==> config.mk <==
export PLATFORM = sky130hd
export DESIGN_NAME = midpoint_circle_generator_flat
export DESIGN_NICKNAME = d
export VERILOG_FILES = /design/src/rtl/mcg_pkg.sv /design/src/rtl/mcg_if.sv /design/src/rtl/mcg_state.sv /design/src/rtl/mcg_emit.sv /design/src/rtl/midpoint_circle_generator.sv /design/src/flat_wrapper.sv
export SDC_FILE = /design/constraint.sdc
export NUM_CORES = 1
export LEC_CHECK = 0
export ABC_AREA = 1
export BUFFER_PORTS_ARGS = -buffer_cell sky130_fd_sc_hd__clkbuf_2
export CAP_MARGIN = 10
export CORE_ASPECT_RATIO = 0.8
export CORE_UTILIZATION = 43
export CTS_CLUSTER_SIZE = 30
export DETAILED_ROUTE_END_ITERATION = 8
export SLEW_MARGIN = 20
export SYNTH_ARGS = -nofsm -noshare
export SYNTH_HDL_FRONTEND = slang
export SYNTH_SLANG_ARGS = --single-unit
==> constraint.sdc <==
create_clock -name clk_i -period 7.92 [get_ports clk_i]
set_input_delay 0.792 -clock clk_i [delete_from_list [all_inputs] [get_ports clk_i]]
set_output_delay 0.792 -clock clk_i [all_outputs]
set_load 0.1 [all_outputs]
==> src/rtl/mcg_pkg.sv <==
// ----------------------------------------------------------------------------
// mcg_pkg
// Types and constants shared by the midpoint circle generator.
// ----------------------------------------------------------------------------
package mcg_pkg;

  localparam int unsigned CX_W  = 15;  // centre coordinate width
  localparam int unsigned RAD_W = 12;  // radius width
  localparam int unsigned OFS_W = 13;  // offset width, holds radius + 1
  localparam int unsigned ERR_W = 16;  // error term width
  localparam int unsigned OUT_W = 16;  // result coordinate width
  localparam int unsigned IDX_W = 3;   // index of a result within a step

  localparam logic [IDX_W-1:0] LAST_IDX_POINT = 3'd7;  // eight octant points
  localparam logic [IDX_W-1:0] LAST_IDX_SPAN  = 3'd3;  // four spans

  typedef enum logic {
    REQ_START = 1'b0,
    REQ_STEP  = 1'b1
  } req_e;

  // One step's worth of work handed to the emitter
  typedef struct packed {
    logic signed [CX_W-1:0] cx;
    logic signed [CX_W-1:0] cy;
    logic [RAD_W-1:0]       r;
    logic [OFS_W-1:0]       t;
    logic                   fill;
    logic                   done;
  } job_t;

  typedef struct packed {
    logic signed [OUT_W-1:0] x_left;
    logic signed [OUT_W-1:0] x_right;
    logic signed [OUT_W-1:0] y_row;
    logic                    last;
    logic                    done_res;
  } res_t;

endpackage

==> src/rtl/mcg_if.sv <==
// ----------------------------------------------------------------------------
// mcg_if
// Request and result channels of the midpoint circle generator.
// ----------------------------------------------------------------------------
interface mcg_req_if;
  logic                      valid;
  logic                      ready;
  logic                      req_type;
  logic signed [14:0]        center_x;
  logic signed [14:0]        center_y;
  logic [11:0]               radius;
  logic                      filled;

  modport source (output valid, req_type, center_x, center_y, radius, filled,
                  input ready);
  modport sink   (input valid, req_type, center_x, center_y, radius, filled,
                  output ready);
endinterface

interface mcg_res_if;
  logic                      valid;
  logic                      ready;
  logic signed [15:0]        x_left;
  logic signed [15:0]        x_right;
  logic signed [15:0]        y_row;
  logic                      last;
  logic                      done_res;

  modport source (output valid, x_left, x_right, y_row, last, done_res,
                  input ready);
  modport sink   (input valid, x_left, x_right, y_row, last, done_res,
                  output ready);
endinterface

==> src/rtl/mcg_state.sv <==
// ----------------------------------------------------------------------------
// mcg_state
// Circle state: loads on start, advances offset/error/radius on each step
// and hands the pre-update values to the emitter as a job.
// ----------------------------------------------------------------------------
module mcg_state #(
  parameter int unsigned RADIUS_BITS = 12
) (
  input  logic                        clk_i,
  input  logic                        rst_ni,
  input  logic                        accept_i,
  input  logic                        req_type_i,
  input  logic signed [14:0]          center_x_i,
  input  logic signed [14:0]          center_y_i,
  input  logic [11:0]                 radius_i,
  input  logic                        filled_i,
  output logic                        job_valid_o,
  output mcg_pkg::job_t               job_o
);
  import mcg_pkg::*;

  localparam logic [RAD_W-1:0] RadMask = (RADIUS_BITS >= RAD_W) ? {RAD_W{1'b1}} :
                                         RAD_W'((1 << RADIUS_BITS) - 1);

  logic signed [CX_W-1:0] cx_q, cy_q;
  logic [RAD_W-1:0]       r_q, r_d;
  logic [OFS_W-1:0]       t_q, t1;
  logic [ERR_W-1:0]       err_q, err_d, err1, err2;
  logic                   fill_q, active_q, active_d;
  logic                   is_step, has_work, dec_r, done;
  logic signed [RAD_W+1:0] rn;

  assign is_step  = (req_type_i == REQ_STEP);
  assign has_work = active_q && ({1'b0, r_q} >= t_q);

  always_comb begin
    t1    = t_q + 1'b1;
    err1  = err_q + 16'd1 + {2'b00, t1, 1'b0};
    // 2(err - r) + 1 > 0 is err >= r
    dec_r = $signed({err1[ERR_W-1], err1}) >= $signed({5'b0, r_q});
    rn    = $signed({2'b00, r_q}) - $signed({13'b0, dec_r});
    // err + 1 - 2(r - 1)
    err2  = err1 + 16'd3 - {3'b000, r_q, 1'b0};
    done  = rn < $signed({1'b0, t1});
    err_d = dec_r ? err2 : err1;
    r_d   = rn[RAD_W+1] ? '0 : rn[RAD_W-1:0];
    active_d = !done;
  end

  always_ff @(posedge clk_i or negedge rst_ni) begin
    if (!rst_ni) begin
      cx_q     <= '0;
      cy_q     <= '0;
      r_q      <= '0;
      t_q      <= '0;
      err_q    <= '0;
      fill_q   <= 1'b0;
      active_q <= 1'b0;
    end else if (accept_i) begin
      if (!is_step) begin
        cx_q     <= center_x_i;
        cy_q     <= center_y_i;
        r_q      <= radius_i & RadMask;
        t_q      <= '0;
        err_q    <= '0;
        fill_q   <= filled_i;
        active_q <= 1'b1;
      end else if (has_work) begin
        r_q      <= r_d;
        t_q      <= t1;
        err_q    <= err_d;
        active_q <= active_d;
      end else begin
        active_q <= 1'b0;
      end
    end
  end

  assign job_valid_o = accept_i && is_step && has_work;

  always_comb begin
    job_o.cx   = cx_q;
    job_o.cy   = cy_q;
    job_o.r    = r_q;
    job_o.t    = t_q;
    job_o.fill = fill_q;
    job_o.done = done;
  end

endmodule

==> src/rtl/mcg_emit.sv <==
// ----------------------------------------------------------------------------
// mcg_emit
// Holds one step's job and walks its points or spans into the result
// register, one beat per cycle unless the result register is stalled.
// ----------------------------------------------------------------------------
module mcg_emit #(
  parameter int unsigned COORD_BITS = 16
) (
  input  logic          clk_i,
  input  logic          rst_ni,
  input  logic          job_valid_i,
  input  mcg_pkg::job_t job_i,
  output logic          free_o,
  mcg_res_if.source     res_o
);
  import mcg_pkg::*;

  localparam logic [OUT_W-1:0] CoordMask = (COORD_BITS >= OUT_W) ? {OUT_W{1'b1}} :
                                           OUT_W'((1 << COORD_BITS) - 1);

  job_t             job_q;
  logic             job_valid_q;
  logic [IDX_W-1:0] idx_q;
  logic [IDX_W-1:0] last_idx;
  logic             out_valid_q;
  res_t             res_q, res_d;
  logic             load, issue_last;
  logic             use_r, xneg, yneg;
  logic [OFS_W-1:0] mag_x, mag_y;
  logic signed [OUT_W:0] cx_e, cy_e, xp, xm, yp, ym, xl, xr, yr;

  assign last_idx   = job_q.fill ? LAST_IDX_SPAN : LAST_IDX_POINT;
  assign load       = job_valid_q && (!out_valid_q || res_o.ready);
  assign issue_last = load && (idx_q == last_idx);
  assign free_o     = !job_valid_q || issue_last;

  // x uses r and y uses t, or the other way round; signs per beat
  always_comb begin
    use_r = 1'b0;
    xneg  = 1'b0;
    yneg  = 1'b0;
    if (job_q.fill) begin
      use_r = !idx_q[1];
      yneg  = idx_q[0];
    end else begin
      unique case (idx_q)
        3'd0:    begin use_r = 1'b1; xneg = 1'b0; yneg = 1'b0; end
        3'd1:    begin use_r = 1'b0; xneg = 1'b0; yneg = 1'b0; end
        3'd2:    begin use_r = 1'b0; xneg = 1'b1; yneg = 1'b0; end
        3'd3:    begin use_r = 1'b1; xneg = 1'b1; yneg = 1'b0; end
        3'd4:    begin use_r = 1'b1; xneg = 1'b1; yneg = 1'b1; end
        3'd5:    begin use_r = 1'b0; xneg = 1'b1; yneg = 1'b1; end
        3'd6:    begin use_r = 1'b0; xneg = 1'b0; yneg = 1'b1; end
        default: begin use_r = 1'b1; xneg = 1'b0; yneg = 1'b1; end
      endcase
    end
  end

  always_comb begin
    mag_x = use_r ? {1'b0, job_q.r} : job_q.t;
    mag_y = use_r ? job_q.t : {1'b0, job_q.r};
    cx_e  = {{2{job_q.cx[CX_W-1]}}, job_q.cx};
    cy_e  = {{2{job_q.cy[CX_W-1]}}, job_q.cy};
    xp    = cx_e + $signed({4'b0, mag_x});
    xm    = cx_e - $signed({4'b0, mag_x});
    yp    = cy_e + $signed({4'b0, mag_y});
    ym    = cy_e - $signed({4'b0, mag_y});
    if (job_q.fill) begin
      xl = xm;
      xr = xp;
    end else begin
      xl = xneg ? xm : xp;
      xr = xl;
    end
    yr = yneg ? ym : yp;
    res_d.x_left   = xl[OUT_W-1:0] & CoordMask;
    res_d.x_right  = xr[OUT_W-1:0] & CoordMask;
    res_d.y_row    = yr[OUT_W-1:0] & CoordMask;
    res_d.last     = (idx_q == last_idx);
    res_d.done_res = job_q.done;
  end

  always_ff @(posedge clk_i or negedge rst_ni) begin
    if (!rst_ni) begin
      job_valid_q <= 1'b0;
      idx_q       <= '0;
      out_valid_q <= 1'b0;
    end else begin
      if (job_valid_i) begin
        job_valid_q <= 1'b1;
        idx_q       <= '0;
      end else if (load) begin
        idx_q <= idx_q + 1'b1;
        if (issue_last) job_valid_q <= 1'b0;
      end
      if (load) begin
        out_valid_q <= 1'b1;
      end else if (res_o.ready) begin
        out_valid_q <= 1'b0;
      end
    end
  end

  always_ff @(posedge clk_i) begin
    if (job_valid_i) job_q <= job_i;
    if (load) res_q <= res_d;
  end

  assign res_o.valid    = out_valid_q;
  assign res_o.x_left   = res_q.x_left;
  assign res_o.x_right  = res_q.x_right;
  assign res_o.y_row    = res_q.y_row;
  assign res_o.last     = res_q.last;
  assign res_o.done_res = res_q.done_res;

endmodule

==> src/rtl/midpoint_circle_generator.sv <==
// A step beat loads the job register; its results then go out through the
// result register: eight in outline mode, four in filled mode, one result per
// cycle while the receiver does not stall. Start beats and empty steps give none.
// The step job register frees on the step's last result, taking the next beat then.
// Reset (async, active low) clears the circle state and empties both registers.
// ----------------------------------------------------------------------------
// midpoint_circle_generator
// Midpoint circle rasterizer: outline points or filled spans, step by step.
// ----------------------------------------------------------------------------
module midpoint_circle_generator #(
  parameter int unsigned COORD_BITS  = 16,
  parameter int unsigned RADIUS_BITS = 12
) (
  input  logic      clk_i,
  input  logic      rst_ni,
  mcg_req_if.sink   req_i,
  mcg_res_if.source res_o
);
  import mcg_pkg::*;

  logic accept;
  logic job_valid;
  job_t job;
  logic free;

  assign req_i.ready = free;
  assign accept      = req_i.valid && free;

  mcg_state #(
    .RADIUS_BITS (RADIUS_BITS)
  ) u_state (
    .clk_i       (clk_i),
    .rst_ni      (rst_ni),
    .accept_i    (accept),
    .req_type_i  (req_i.req_type),
    .center_x_i  (req_i.center_x),
    .center_y_i  (req_i.center_y),
    .radius_i    (req_i.radius),
    .filled_i    (req_i.filled),
    .job_valid_o (job_valid),
    .job_o       (job)
  );

  mcg_emit #(
    .COORD_BITS (COORD_BITS)
  ) u_emit (
    .clk_i       (clk_i),
    .rst_ni      (rst_ni),
    .job_valid_i (job_valid),
    .job_i       (job),
    .free_o      (free),
    .res_o       (res_o)
  );

endmodule

==> src/flat_wrapper.sv <==
// flat-port wrapper written by rule: the top's interface ports become plain ports
module midpoint_circle_generator_flat import mcg_pkg::*;
#(
  parameter int unsigned COORD_BITS  = 16,
  parameter int unsigned RADIUS_BITS = 12
)
  (clk_i, rst_ni, req_i_valid, req_i_req_type, req_i_center_x, req_i_center_y, req_i_radius, req_i_filled, req_i_ready, res_o_valid, res_o_x_left, res_o_x_right, res_o_y_row, res_o_last, res_o_done_res, res_o_ready);
  mcg_req_if req_i_i ();
  mcg_res_if res_o_i ();
  input  logic clk_i;
  input  logic rst_ni;
  input wire logic [$bits(req_i_i.valid)-1:0] req_i_valid;
  input wire logic [$bits(req_i_i.req_type)-1:0] req_i_req_type;
  input wire logic [$bits(req_i_i.center_x)-1:0] req_i_center_x;
  input wire logic [$bits(req_i_i.center_y)-1:0] req_i_center_y;
  input wire logic [$bits(req_i_i.radius)-1:0] req_i_radius;
  input wire logic [$bits(req_i_i.filled)-1:0] req_i_filled;
  output wire logic [$bits(req_i_i.ready)-1:0] req_i_ready;
  output wire logic [$bits(res_o_i.valid)-1:0] res_o_valid;
  output wire logic [$bits(res_o_i.x_left)-1:0] res_o_x_left;
  output wire logic [$bits(res_o_i.x_right)-1:0] res_o_x_right;
  output wire logic [$bits(res_o_i.y_row)-1:0] res_o_y_row;
  output wire logic [$bits(res_o_i.last)-1:0] res_o_last;
  output wire logic [$bits(res_o_i.done_res)-1:0] res_o_done_res;
  input wire logic [$bits(res_o_i.ready)-1:0] res_o_ready;
  assign req_i_i.valid = req_i_valid;
  assign req_i_i.req_type = req_i_req_type;
  assign req_i_i.center_x = req_i_center_x;
  assign req_i_i.center_y = req_i_center_y;
  assign req_i_i.radius = req_i_radius;
  assign req_i_i.filled = req_i_filled;
  assign req_i_ready = req_i_i.ready;
  assign res_o_valid = res_o_i.valid;
  assign res_o_x_left = res_o_i.x_left;
  assign res_o_x_right = res_o_i.x_right;
  assign res_o_y_row = res_o_i.y_row;
  assign res_o_last = res_o_i.last;
  assign res_o_done_res = res_o_i.done_res;
  assign res_o_i.ready = res_o_ready;
  midpoint_circle_generator #(.COORD_BITS(COORD_BITS), .RADIUS_BITS(RADIUS_BITS)) u_core (.clk_i(clk_i), .rst_ni(rst_ni), .req_i(req_i_i), .res_o(res_o_i));
endmodule
==> results.cfg, run 1 <==
[synthesis]
synthAdderAreaFrac_pct = 14.7
synthSimpleGateAreaFrac_pct = 21.9
synthCells = 1498
ys.warnings.count = 0
synth_flop_cell = edfxtp_1
synth_area_per_cell_um2 = 8.41
syn_area_um2 = 12600
synth-edff-count = 106
synth_compound_area_share_pct = 9.87
synthXorXnorAreaFrac_pct = 5.35
synth.top_cell.area_share_pct = 25.3
yosysSeqAreaShare_pct = 40.8
synth_top_area_cell = edfxtp_1
yosys_register_bits = 184
synth.distinct_cells = 52
synthMuxAreaShare_pct = 0
syn_nets = 1691
async_flop_share_pct = 42.4
synth_top_family_by_area = simple AND/OR/NAND/NOR gates
ys_top_cells_by_area = edfxtp_1 (25%), dfrtp_1 (15%), ha_1 (14%)

[placed_design]
place_hpwl_um = 24300
port_buffers = 99
place_congestion = 0.930
dp_cells = 1943

[die]
dieHeight_um = 155
dieArea_um2 = 30000
core_um2 = 28600
die_w_um = 193
start_util_pct = 44.1
num_rows = 55
ios = 100

[run]
drv_cap = 0

[global_route]
grt_pass1_vias = 9642
overflow = 0
grt_max_degree = 68
grt_pass1_wl_um = 50800
antenna_found_initial = 0
grt_util_all_layers_pct = 21.6

[detailed_routing]
drtPass1Iterations = 9
wl_per_cell_um = 15.7
via_count = 10100
antenna_left = 0
detail_route.drc_violations = 12
routed_via_density = 5.10
finalWirelength_um = 31000
drtIter0Drc = 679

[sta]
fin_setup_tns_ns = 0
min_period_over_period_pct = 85.0
final_hold_viol_count = 0
maxSlewHeadroom_pct = 35.9
rsz0062_at_grt = no
clock-skew-final_ns = 0.0136
fmax_mhz = 149
period_minus_slack_ns = 6.73
setup_viol = 0
slew_violations = 0
worstMarginPinSlew_ns = 0.960

[critical_path]
crit_top_cell = ha_1
slowest_delay_ns = 0.43
cp.arrival_ns = 7.04
crit_required_ns = 8.23
crit_type = flip-flop to flip-flop
critPathCaptureType = flip-flop
crit_path_max_fanout = 17
crit_path_top_delay_cell = dfrtp_1
worstSetupStartpointType = flip-flop

[clocking]
post-cts-setup-buffers = 0
cts_hold_buffers = 0
clock_path_buffers = 2
cts.sinks = 184
cts-buffers-inserted = 17
ctsResizeCount = 0
insertion_delay_ns = 0.43
clk_pin_slew_ns = 0.08
h-tree-depth = 4
cts_tree = done
cts_root_buf = clkbuf_16

[cells_and_area]
syn2layout_area_growth_pct = 11.1
final_util_pct = 49.0
fin_nets = 1785
layout_common_cells = nand2_1 (409), inv_1 (189), ha_1 (140), edfxtp_1 (106), clkbuf_2 (98)
mostFrequentLayoutCell = nand2_1
n_antenna_cell = 0
fillers = 2757
drive_gt1_share_pct = 11.1
fin_cells = 1975

[run_status]
status = complete, but fails checks
violations = DRC

[min_path]
min_path_type = input port to asynchronous set/reset pin
synthesized netlist by cell type (3+ instances only):
| library cell | n |
|---|---|
| nand2_1 | 409 |
| inv_1 | 190 |
| ha_1 | 140 |
| edfxtp_1 | 106 |
| o21ai_0 | 84 |
| a21oi_1 | 78 |
| dfrtp_1 | 78 |
| nand3_1 | 71 |
| nor2_1 | 66 |
| xor2_1 | 55 |
| nand4_1 | 34 |
| xnor2_1 | 22 |
| nand2_2 | 12 |
| nor3_1 | 12 |
| o22ai_1 | 12 |
| buf_2 | 11 |
| o21ai_1 | 10 |
| clkbuf_1 | 9 |
| inv_2 | 9 |
| o211ai_1 | 8 |
| nand3b_1 | 6 |
| o21bai_1 | 6 |
| fa_1 | 5 |
| o31ai_1 | 5 |
| buf_6 | 4 |
| nor4_1 | 4 |
| or2_2 | 4 |
| a211oi_1 | 3 |
| a21boi_0 | 3 |
| a21o_1 | 3 |
| a22oi_1 | 3 |
| and2_1 | 3 |
| buf_4 | 3 |
| nor2_2 | 3 |
| nor2_4 | 3 |
| or2_1 | 3 |
routing by layer:
layer  routed length [µm]  GRT usage [%]
met1                16000           31.4
met4                  336           4.76
met2                13000           32.7
met3                 1690           4.70
met5                    0              0
critical path: cells and delay by family (launching register included):
kind / cells / cell delay [ns]
buffers and inverters: 3 / 0.34
AO/OA/AOI/OAI: 8 / 1.24
XOR/XNOR: 3 / 0.75
AND/OR/NAND/NOR: 15 / 2.47
flip-flops: 1 / 0.43
adder cells (fa/ha/maj): 5 / 1.34
flip-flops by register name (all words and copies together), names as in the netlist, 3 cells and up:
register / flops
u_core.u_emit.res_o.y_row: 16
u_core.u_emit.res_o.x_left: 16
u_core.u_emit.job_q: 27
u_core.u_state.err_q: 16
u_core.u_emit.cx_e: 15
u_core.u_emit.res_o.x_right: 15
u_core.u_state.r_q: 12
u_core.u_state.t_q: 13
u_core.u_state.cy_q: 15
u_core.u_emit.cy_e: 15
u_core.u_emit.idx_q: 3
u_core.u_state.cx_q: 15
metrics by stage:
stage / worst slack (ns) / hold slack, ns / area (µm²)
3_3_place_gp: 1.50 / 0.414 / 13400
4_1_cts: 1.21 / 0.188 / 14000
2_1_floorplan: 2.31 / 0.400 / 12600
3_5_place_dp: 1.29 / 0.414 / 13400
6_report: 1.19 / 0.208 / 14000
5_1_grt: 0.355 / 0.193 / 14000
logic make-up after synthesis:
logic type / count (synthesis)
flip-flops: 184
buffers and inverters: 230
AND/OR/NAND/NOR: 638
XOR/XNOR: 77
adder cells (fa/ha/maj): 145
AO/OA/AOI/OAI: 224
path summary, 6_finish.rpt:
| kind | slack, ns | depth (start not counted) | startpoint | to |
|---|---|---|---|---|
| worst max-delay path | 1.19 | 34 | u_core.u_state.t_q[0]$_DFFE_PN0P_ | u_core.u_state.active_q$_DFFE_PN0P_ |
| worst min-delay path | 0.21 | 1 | rst_ni | u_core.u_state.cx_q[2]$_DFFE_PN0P_ |
| worst max register to register | 1.19 | 34 | u_core.u_state.t_q[0]$_DFFE_PN0P_ | u_core.u_state.active_q$_DFFE_PN0P_ |
| worst min register to register | 0.43 | 0 | u_core.u_emit.job_q[0]$_DFFE_PP_ | u_core.u_emit.res_o.done_res$_DFFE_PP_ |
| max in group asynchronous | 6.51 | 2 | rst_ni | u_core.u_state.active_q$_DFFE_PN0P_ |
| min in group clk_i | 0.43 | 0 | u_core.u_emit.job_q[0]$_DFFE_PP_ | u_core.u_emit.res_o.done_res$_DFFE_PP_ |
final cells by class:
cell class,count,area (µm²),share of cell area [%]
multi-input cells,1084,6540,46.7
flip-flops and latches,184,5130,36.7
inverters,201,769,5.50
repair buffers,104,536,3.83
well taps,370,463,3.31
clock buffers,18,429,3.07
clock inverters,14,124,0.885
Power of run 1 is left out: the tool's default activity adds up to more than one toggle a clock period on the data nets, which glitch-free logic cannot reach.
==> run 2: changes to the inputs <==
--- a/config.mk
+++ b/config.mk
@@ -5,7 +5,7 @@
 export SDC_FILE = /design/constraint.sdc
 export NUM_CORES = 1
 export LEC_CHECK = 0
-export ABC_AREA = 1
+export ABC_AREA = 0
 export BUFFER_PORTS_ARGS = -buffer_cell sky130_fd_sc_hd__clkbuf_2
 export CAP_MARGIN = 10
 export CORE_ASPECT_RATIO = 0.8
==> constraint.sdc (replaced) <==
create_clock -name clk_i -period 6.1 [get_ports clk_i]
set_input_delay 0.61 -clock clk_i [delete_from_list [all_inputs] [get_ports clk_i]]
set_output_delay 0.61 -clock clk_i [all_outputs]
set_load 0.1 [all_outputs]
==> run 2 against run 1 <==
Clock skew decreased by 0.00065 ns; highest routed layer unchanged; sequential share of layout area decreased by 2.0 points; critical path depth shrank 3; largest cell class unchanged; clock-buffer cell count is 2 higher; critical path type unchanged; non-clock buffer count increased by 105; the run ends with setup timing left.
==> results.cfg, run 2 <==
[synthesis]
synth.top_cell.area_share_pct = 26.0
synth_area_per_cell_um2 = 10.4
ys_top_cells_by_area = edfxtp_1 (26%), dfrtp_1 (16%), ha_1 (14%)
syn_nets = 1364
synth_flop_cell = edfxtp_1
syn_area_um2 = 12200
yosysSeqAreaShare_pct = 42.0
synth_top_family_by_area = adder cells
synthAdderAreaFrac_pct = 15.1
synthXorXnorAreaFrac_pct = 6.90
synthCells = 1171
synthSimpleGateAreaFrac_pct = 11.2
async_flop_share_pct = 42.4
yosys_register_bits = 184
synth.distinct_cells = 68
synthMuxAreaShare_pct = 5.91
synth_common_cells = ha_1 (140), edfxtp_1 (106), inv_1 (96), nand2_1 (84), dfrtp_1 (78)
synth_top_area_cell = edfxtp_1
synth-edff-count = 106
synth.most_common_cell = ha_1
ys.warnings.count = 0
synth_compound_area_share_pct = 14.8

[cells_and_area]
drive_gt1_share_pct = 26.5
multi_input_area_um2 = 6960
largest_reg_flops = 27
mostFrequentLayoutCell = ha_1
fillers = 2439
n_antenna_cell = 0
top_register = u_core.u_emit.job_q
fin_area_um2 = 14800
final_util_pct = 53.6
seqCellArea_um2 = 5140
syn2layout_area_growth_pct = 21.1
fin_nets = 1561
layout_common_cells = ha_1 (134), buf_4 (110), edfxtp_1 (106), clkbuf_2 (98), inv_1 (94)

[die]
die_w_um = 191
dieHeight_um = 153
start_util_pct = 44.3
ios = 100
core_um2 = 27600
dieArea_um2 = 29100
num_rows = 54

[run_status]
status = complete, but fails checks
violations = setup timing

[global_route]
antenna_found_initial = 0
grt_util_all_layers_pct = 20.6
grt_pass1_wl_um = 46900
grt_max_degree = 63
overflow = 0
grt_pass1_vias = 8992

[sta]
setup_viol = 4
setup_ws_ns = -0.0734
slew_violations = 0
maxSlewHeadroom_pct = 29.0
fmax_mhz = 162
period_minus_slack_ns = 6.17
worstMarginPinSlew_ns = 1.06
min_period_over_period_pct = 101
final_hold_viol_count = 0
rsz0062_at_grt = yes
clock-skew-final_ns = 0.0130

[critical_path]
reg2reg_depth = 31
crit_required_ns = 6.42
worstSetupStartpointType = flip-flop
path_buf_inv = 3
crit_type = flip-flop to flip-flop
crit_path_top_delay_cell = or4_4
cp.depth = 31
crit_path_max_fanout = 4
cp.arrival_ns = 6.49
cp_top_family = compound AO/OA/AOI/OAI gates
crit_top_cell = ha_4
critPathCaptureType = flip-flop
slowest_delay_ns = 0.42

[detailed_routing]
finalWirelength_um = 29000
drtIter0Drc = 506
routed_via_density = 5.28
drtPass1Iterations = 5
via_count = 9208
antenna_left = 0
wl_per_cell_um = 16.6
detail_route.drc_violations = 0

[placed_design]
pre_cts_ws_ns = -0.227
place_congestion = 0.912
place_hpwl_um = 21700
dpl-instance-area_um2 = 13900
port_buffers = 99

[clocking]
insertion_delay_ns = 0.44
cts_hold_buffers = 0
h-tree-depth = 4
cts_tree = done
cts_root_buf = clkbuf_16
clock_path_buffers = 2
clk_pin_slew_ns = 0.07
cts.sinks = 184
cts-buffers-inserted = 17

[min_path]
min_path_type = input port to asynchronous set/reset pin

[run]
drv_cap = 0
==> run 2: cell types whose count changed in the layout (fill, tap and decap cells not counted), sizes merged, moves of 40 or more <==
| cell | before | now |
|---|---|---|
| buf | 6 | 111 |
| nand3 | 74 | 30 |
| nand2 | 423 | 85 |
| mux2 | 0 | 47 |
| inv | 210 | 104 |
| xnor2 | 22 | 62 |
==> run 2: final cells by class <==
class / count / share of cell area [%]
clock buffer: 20 / 2.95
tap: 364 / 3.07
multi-input combinational: 858 / 46.9
timing repair buffer: 209 / 8.96
sequential: 184 / 34.7
clock inverter: 12 / 0.929
inverter: 98 / 2.50
==> run 2: worst register-to-register path: cells and delay by family (launching register included) <==
kind | cells | cell delay [ns]
compound gates | 13 | 2.13
simple gates | 5 | 1.27
flops | 1 | 0.41
fa+ha+maj | 6 | 1.14
xor+xnor | 3 | 0.57
mux | 1 | 0.31
buf+inv | 3 | 0.26
==> run 2: metrics by stage <==
step | TNS, ns | instances | hold WS, ns
2_1_floorplan | 0 | 1171 | 0.314
3_3_place_gp | -0.107 | 1689 | 0.424
3_5_place_dp | -2.36 | 1689 | 0.428
4_1_cts | -0.806 | 1741 | 0.0885
5_1_grt | -4.73 | 1745 | 0.0868
6_report | -0.184 | 1745 | 0.0914
==> run 2: worst paths after layout <==
| check | startpoint | to | slack, ns |
|---|---|---|---|
| min | rst_ni | u_core.u_state.cx_q[14]$_DFFE_PN0P_ | 0.09 |
| min in group clk_i | req_i_center_y[7] | u_core.u_state.cy_q[7]$_DFFE_PN0P_ | 0.40 |
| max | u_core.u_state.t_q[1]$_DFFE_PN0P_ | u_core.u_state.active_q$_DFFE_PN0P_ | -0.07 |
| max reg2reg | u_core.u_state.t_q[1]$_DFFE_PN0P_ | u_core.u_state.active_q$_DFFE_PN0P_ | -0.07 |
| max in group asynchronous | rst_ni | u_core.u_state.t_q[0]$_DFFE_PN0P_ | 4.87 |
| min reg2reg | u_core.u_state.cx_q[1]$_DFFE_PN0P_ | u_core.u_emit.cx_e[1]$_DFFE_PP_ | 0.44 |
==> run 2: cells by family (layout without fill, tap and decap cells) <==
logic type | count (synthesis) | after routing
AOI/OAI and AO/OA | 266 | 266
xor gates and xnor gates | 94 | 94
adders and majority gates | 145 | 145
buffers and inverters | 130 | 339
DFF | 184 | 184
muxes | 66 | 66
and+or+nand+nor | 286 | 287
==> run 2: routing by layer <==
layer  share of wire [%]  vias to the layer above  global-route usage [%]
met4                0.77                        0                    4.42
met5                   0                        -                       0
met3                 3.1                       10                    3.35
met2                  47                      161                    33.5
li1                    -                     4617                       -
met1                  49                     4420                    28.7
==> run 2: timing repair <==
| item | in CTS | in global routing |
|---|---|---|
| gates cloned | 1 | 0 |
| pin swaps | 25 | 30 |
| setup endpoints to repair | 14 | 14 |
| setup buffers | 21 | 5 |
| endpoints found under the hold margin | 0 | 0 |
| resized for setup | 29 | 26 |
Power of run 2 is left out for the same reason.
==> run 3: changes to the inputs <==
--- a/config.mk
+++ b/config.mk
@@ -9,9 +9,11 @@
 export BUFFER_PORTS_ARGS = -buffer_cell sky130_fd_sc_hd__clkbuf_2
 export CAP_MARGIN = 10
 export CORE_ASPECT_RATIO = 0.8
-export CORE_UTILIZATION = 43
+export CORE_UTILIZATION = 45
 export CTS_CLUSTER_SIZE = 30
 export DETAILED_ROUTE_END_ITERATION = 8
+export PLACE_DENSITY = 0.65
+export SETUP_SLACK_MARGIN = 0.1
 export SLEW_MARGIN = 20
 export SYNTH_ARGS = -nofsm -noshare
 export SYNTH_HDL_FRONTEND = slang
==> run 3 against run 2 <==
The flow still finishes with violations (setup timing); core utilization rose by 2.5 points; clock skew up 0.0012 ns; global-route usage is 0.86 points higher; critical endpoint unchanged.
==> results.cfg, run 3 (synthesized netlist as in run 2, its figures left out) <==
[min_path]
hold_end = u_core.u_state.cy_q[0]$_DFFE_PN0P_
min_path_type = input port to flip-flop
min_from = req_i_center_y[0]
whs_path_depth = 2

[cells_and_area]
largest_reg_flops = 27
top_register = u_core.u_emit.job_q
layout_common_cells = ha_1 (133), buf_4 (106), edfxtp_1 (106), clkbuf_2 (98), inv_1 (95)
mostFrequentLayoutCell = ha_1
syn2layout_area_growth_pct = 21.3
n_antenna_cell = 0
fillers = 2292
fin_cells = 1737
fin_nets = 1560
drive_gt1_share_pct = 26.4

[die]
core_um2 = 26500
dieArea_um2 = 27900
ios = 100
dieHeight_um = 149
start_util_pct = 46.2
num_rows = 53
die_w_um = 186

[global_route]
grt_pass1_vias = 9097
grt_pass1_wl_um = 46700
grt_util_all_layers_pct = 21.4
overflow = 0
antenna_found_initial = 0
grt_max_degree = 78

[detailed_routing]
wl_per_cell_um = 16.9
antenna_left = 0
routed_via_density = 5.33
drtPass1Iterations = 5
detail_route.drc_violations = 0
drtIter0Drc = 530
via_count = 9253
finalWirelength_um = 29300

[clocking]
clock_path_buffers = 2
cts-buffers-inserted = 17
h-tree-depth = 4
clk_pin_slew_ns = 0.07
cts_tree = done
cts.sinks = 184
insertion_delay_ns = 0.45
cts_root_buf = clkbuf_16

[critical_path]
reg2reg_depth = 32
r2r_slack_ns = -0.21
cp.arrival_ns = 6.65
crit_path_max_fanout = 4
worstSetupStartpointType = flip-flop
slowest_delay_ns = 0.43
crit_top_cell = ha_4
crit_type = flip-flop to flip-flop
critPathCaptureType = flip-flop
r2r_start = u_core.u_state.t_q[0]$_DFFE_PN0P_
crit_required_ns = 6.44
crit_path_top_delay_cell = or4_4
r2r-end = u_core.u_state.active_q$_DFFE_PN0P_

[placed_design]
port_buffers = 99
dp_cells = 1683
place_hpwl_um = 21700
place_congestion = 0.827

[sta]
rsz0062_at_grt = yes
slew_violations = 0
maxSlewHeadroom_pct = 35.0
worstMarginPinSlew_ns = 0.974
fmax_mhz = 158
final_hold_viol_count = 0
min_period_over_period_pct = 103
clock-skew-final_ns = 0.0141
period_minus_slack_ns = 6.31
hold_ws_ns = 0.386
setup_ws_ns = -0.211
setup_viol = 14

[run_status]
status = complete, but fails checks
violations = setup timing

[run]
drv_cap = 0
run 3: how the worst max path moves through the flow:
stage | startpoint | endpoint | cells after the start
2_1_floorplan | u_core.u_state.t_q[0]$_DFFE_PN0P_ | u_core.u_state.active_q$_DFFE_PN0P_ | 32
3_3_place_gp | u_core.u_state.t_q[1]$_DFFE_PN0P_ | u_core.u_state.r_q[4]$_DFFE_PN0P_ | 30
3_5_place_dp | u_core.u_state.t_q[1]$_DFFE_PN0P_ | u_core.u_state.active_q$_DFFE_PN0P_ | 32
4_1_cts | u_core.u_state.t_q[0]$_DFFE_PN0P_ | u_core.u_state.active_q$_DFFE_PN0P_ | 32
5_1_grt | u_core.u_state.t_q[1]$_DFFE_PN0P_ | u_core.u_state.r_q[5]$_DFFE_PN0P_ | 32
6_report | u_core.u_state.t_q[0]$_DFFE_PN0P_ | u_core.u_state.active_q$_DFFE_PN0P_ | 32
run 3: metrics by stage:
step           utilization, %  setup slack [ns]  TNS [ns]  cell area [µm²]
2_1_floorplan               -           0.00836         0            12400
3_3_place_gp             52.4            -0.127     -1.43            13900
5_1_grt                  56.1            -0.452     -5.32            14800
6_report                 56.1            -0.211     -1.91            14800
4_1_cts                  55.5            -0.111    -0.317            14700
3_5_place_dp             52.4            -0.312     -3.43            13900
run 3: area by class of cell:
type / instances / area [µm²] / area share (%)
Clock buffer: 18 / 429 / 2.89
Clock inverter: 14 / 168 / 1.13
Inverter: 98 / 370 / 2.49
Multi-Input combinational cell: 857 / 6930 / 46.7
Sequential cell: 184 / 5140 / 34.6
Tap cell: 357 / 447 / 3.01
Timing Repair Buffer: 209 / 1360 / 9.19
run 3: worst max-delay path: cells and delay by family, from the launching register on:
| kind | cells | cell delay, ns |
|---|---|---|
| xor+xnor | 3 | 0.58 |
| buf+inv | 3 | 0.30 |
| fa+ha+maj | 5 | 0.97 |
| simple gates | 10 | 2.09 |
| flops | 1 | 0.41 |
| compound gates | 10 | 1.54 |
| mux | 1 | 0.30 |
run 3: per-layer routing:
layer | up-vias | global-route usage [%] | wire, µm
met5 | - | 0 | 0
met4 | 0 | 8.02 | 720
met3 | 44 | 3.33 | 1120
met2 | 182 | 33.5 | 12900
met1 | 4405 | 30.1 | 14500
li1 | 4622 | - | -
run 3: repair_timing:
action                                  in CTS  in global routing
cloned                                       0                  1
pin swaps                                   18                 11
hold endpoints to repair                     1                  0
gates resized for setup                     32                 20
hold buffers                                 1                  0
buffers inserted                            16                  7
endpoints found under the setup margin      14                 14
Power of run 3 is left out for the same reason.
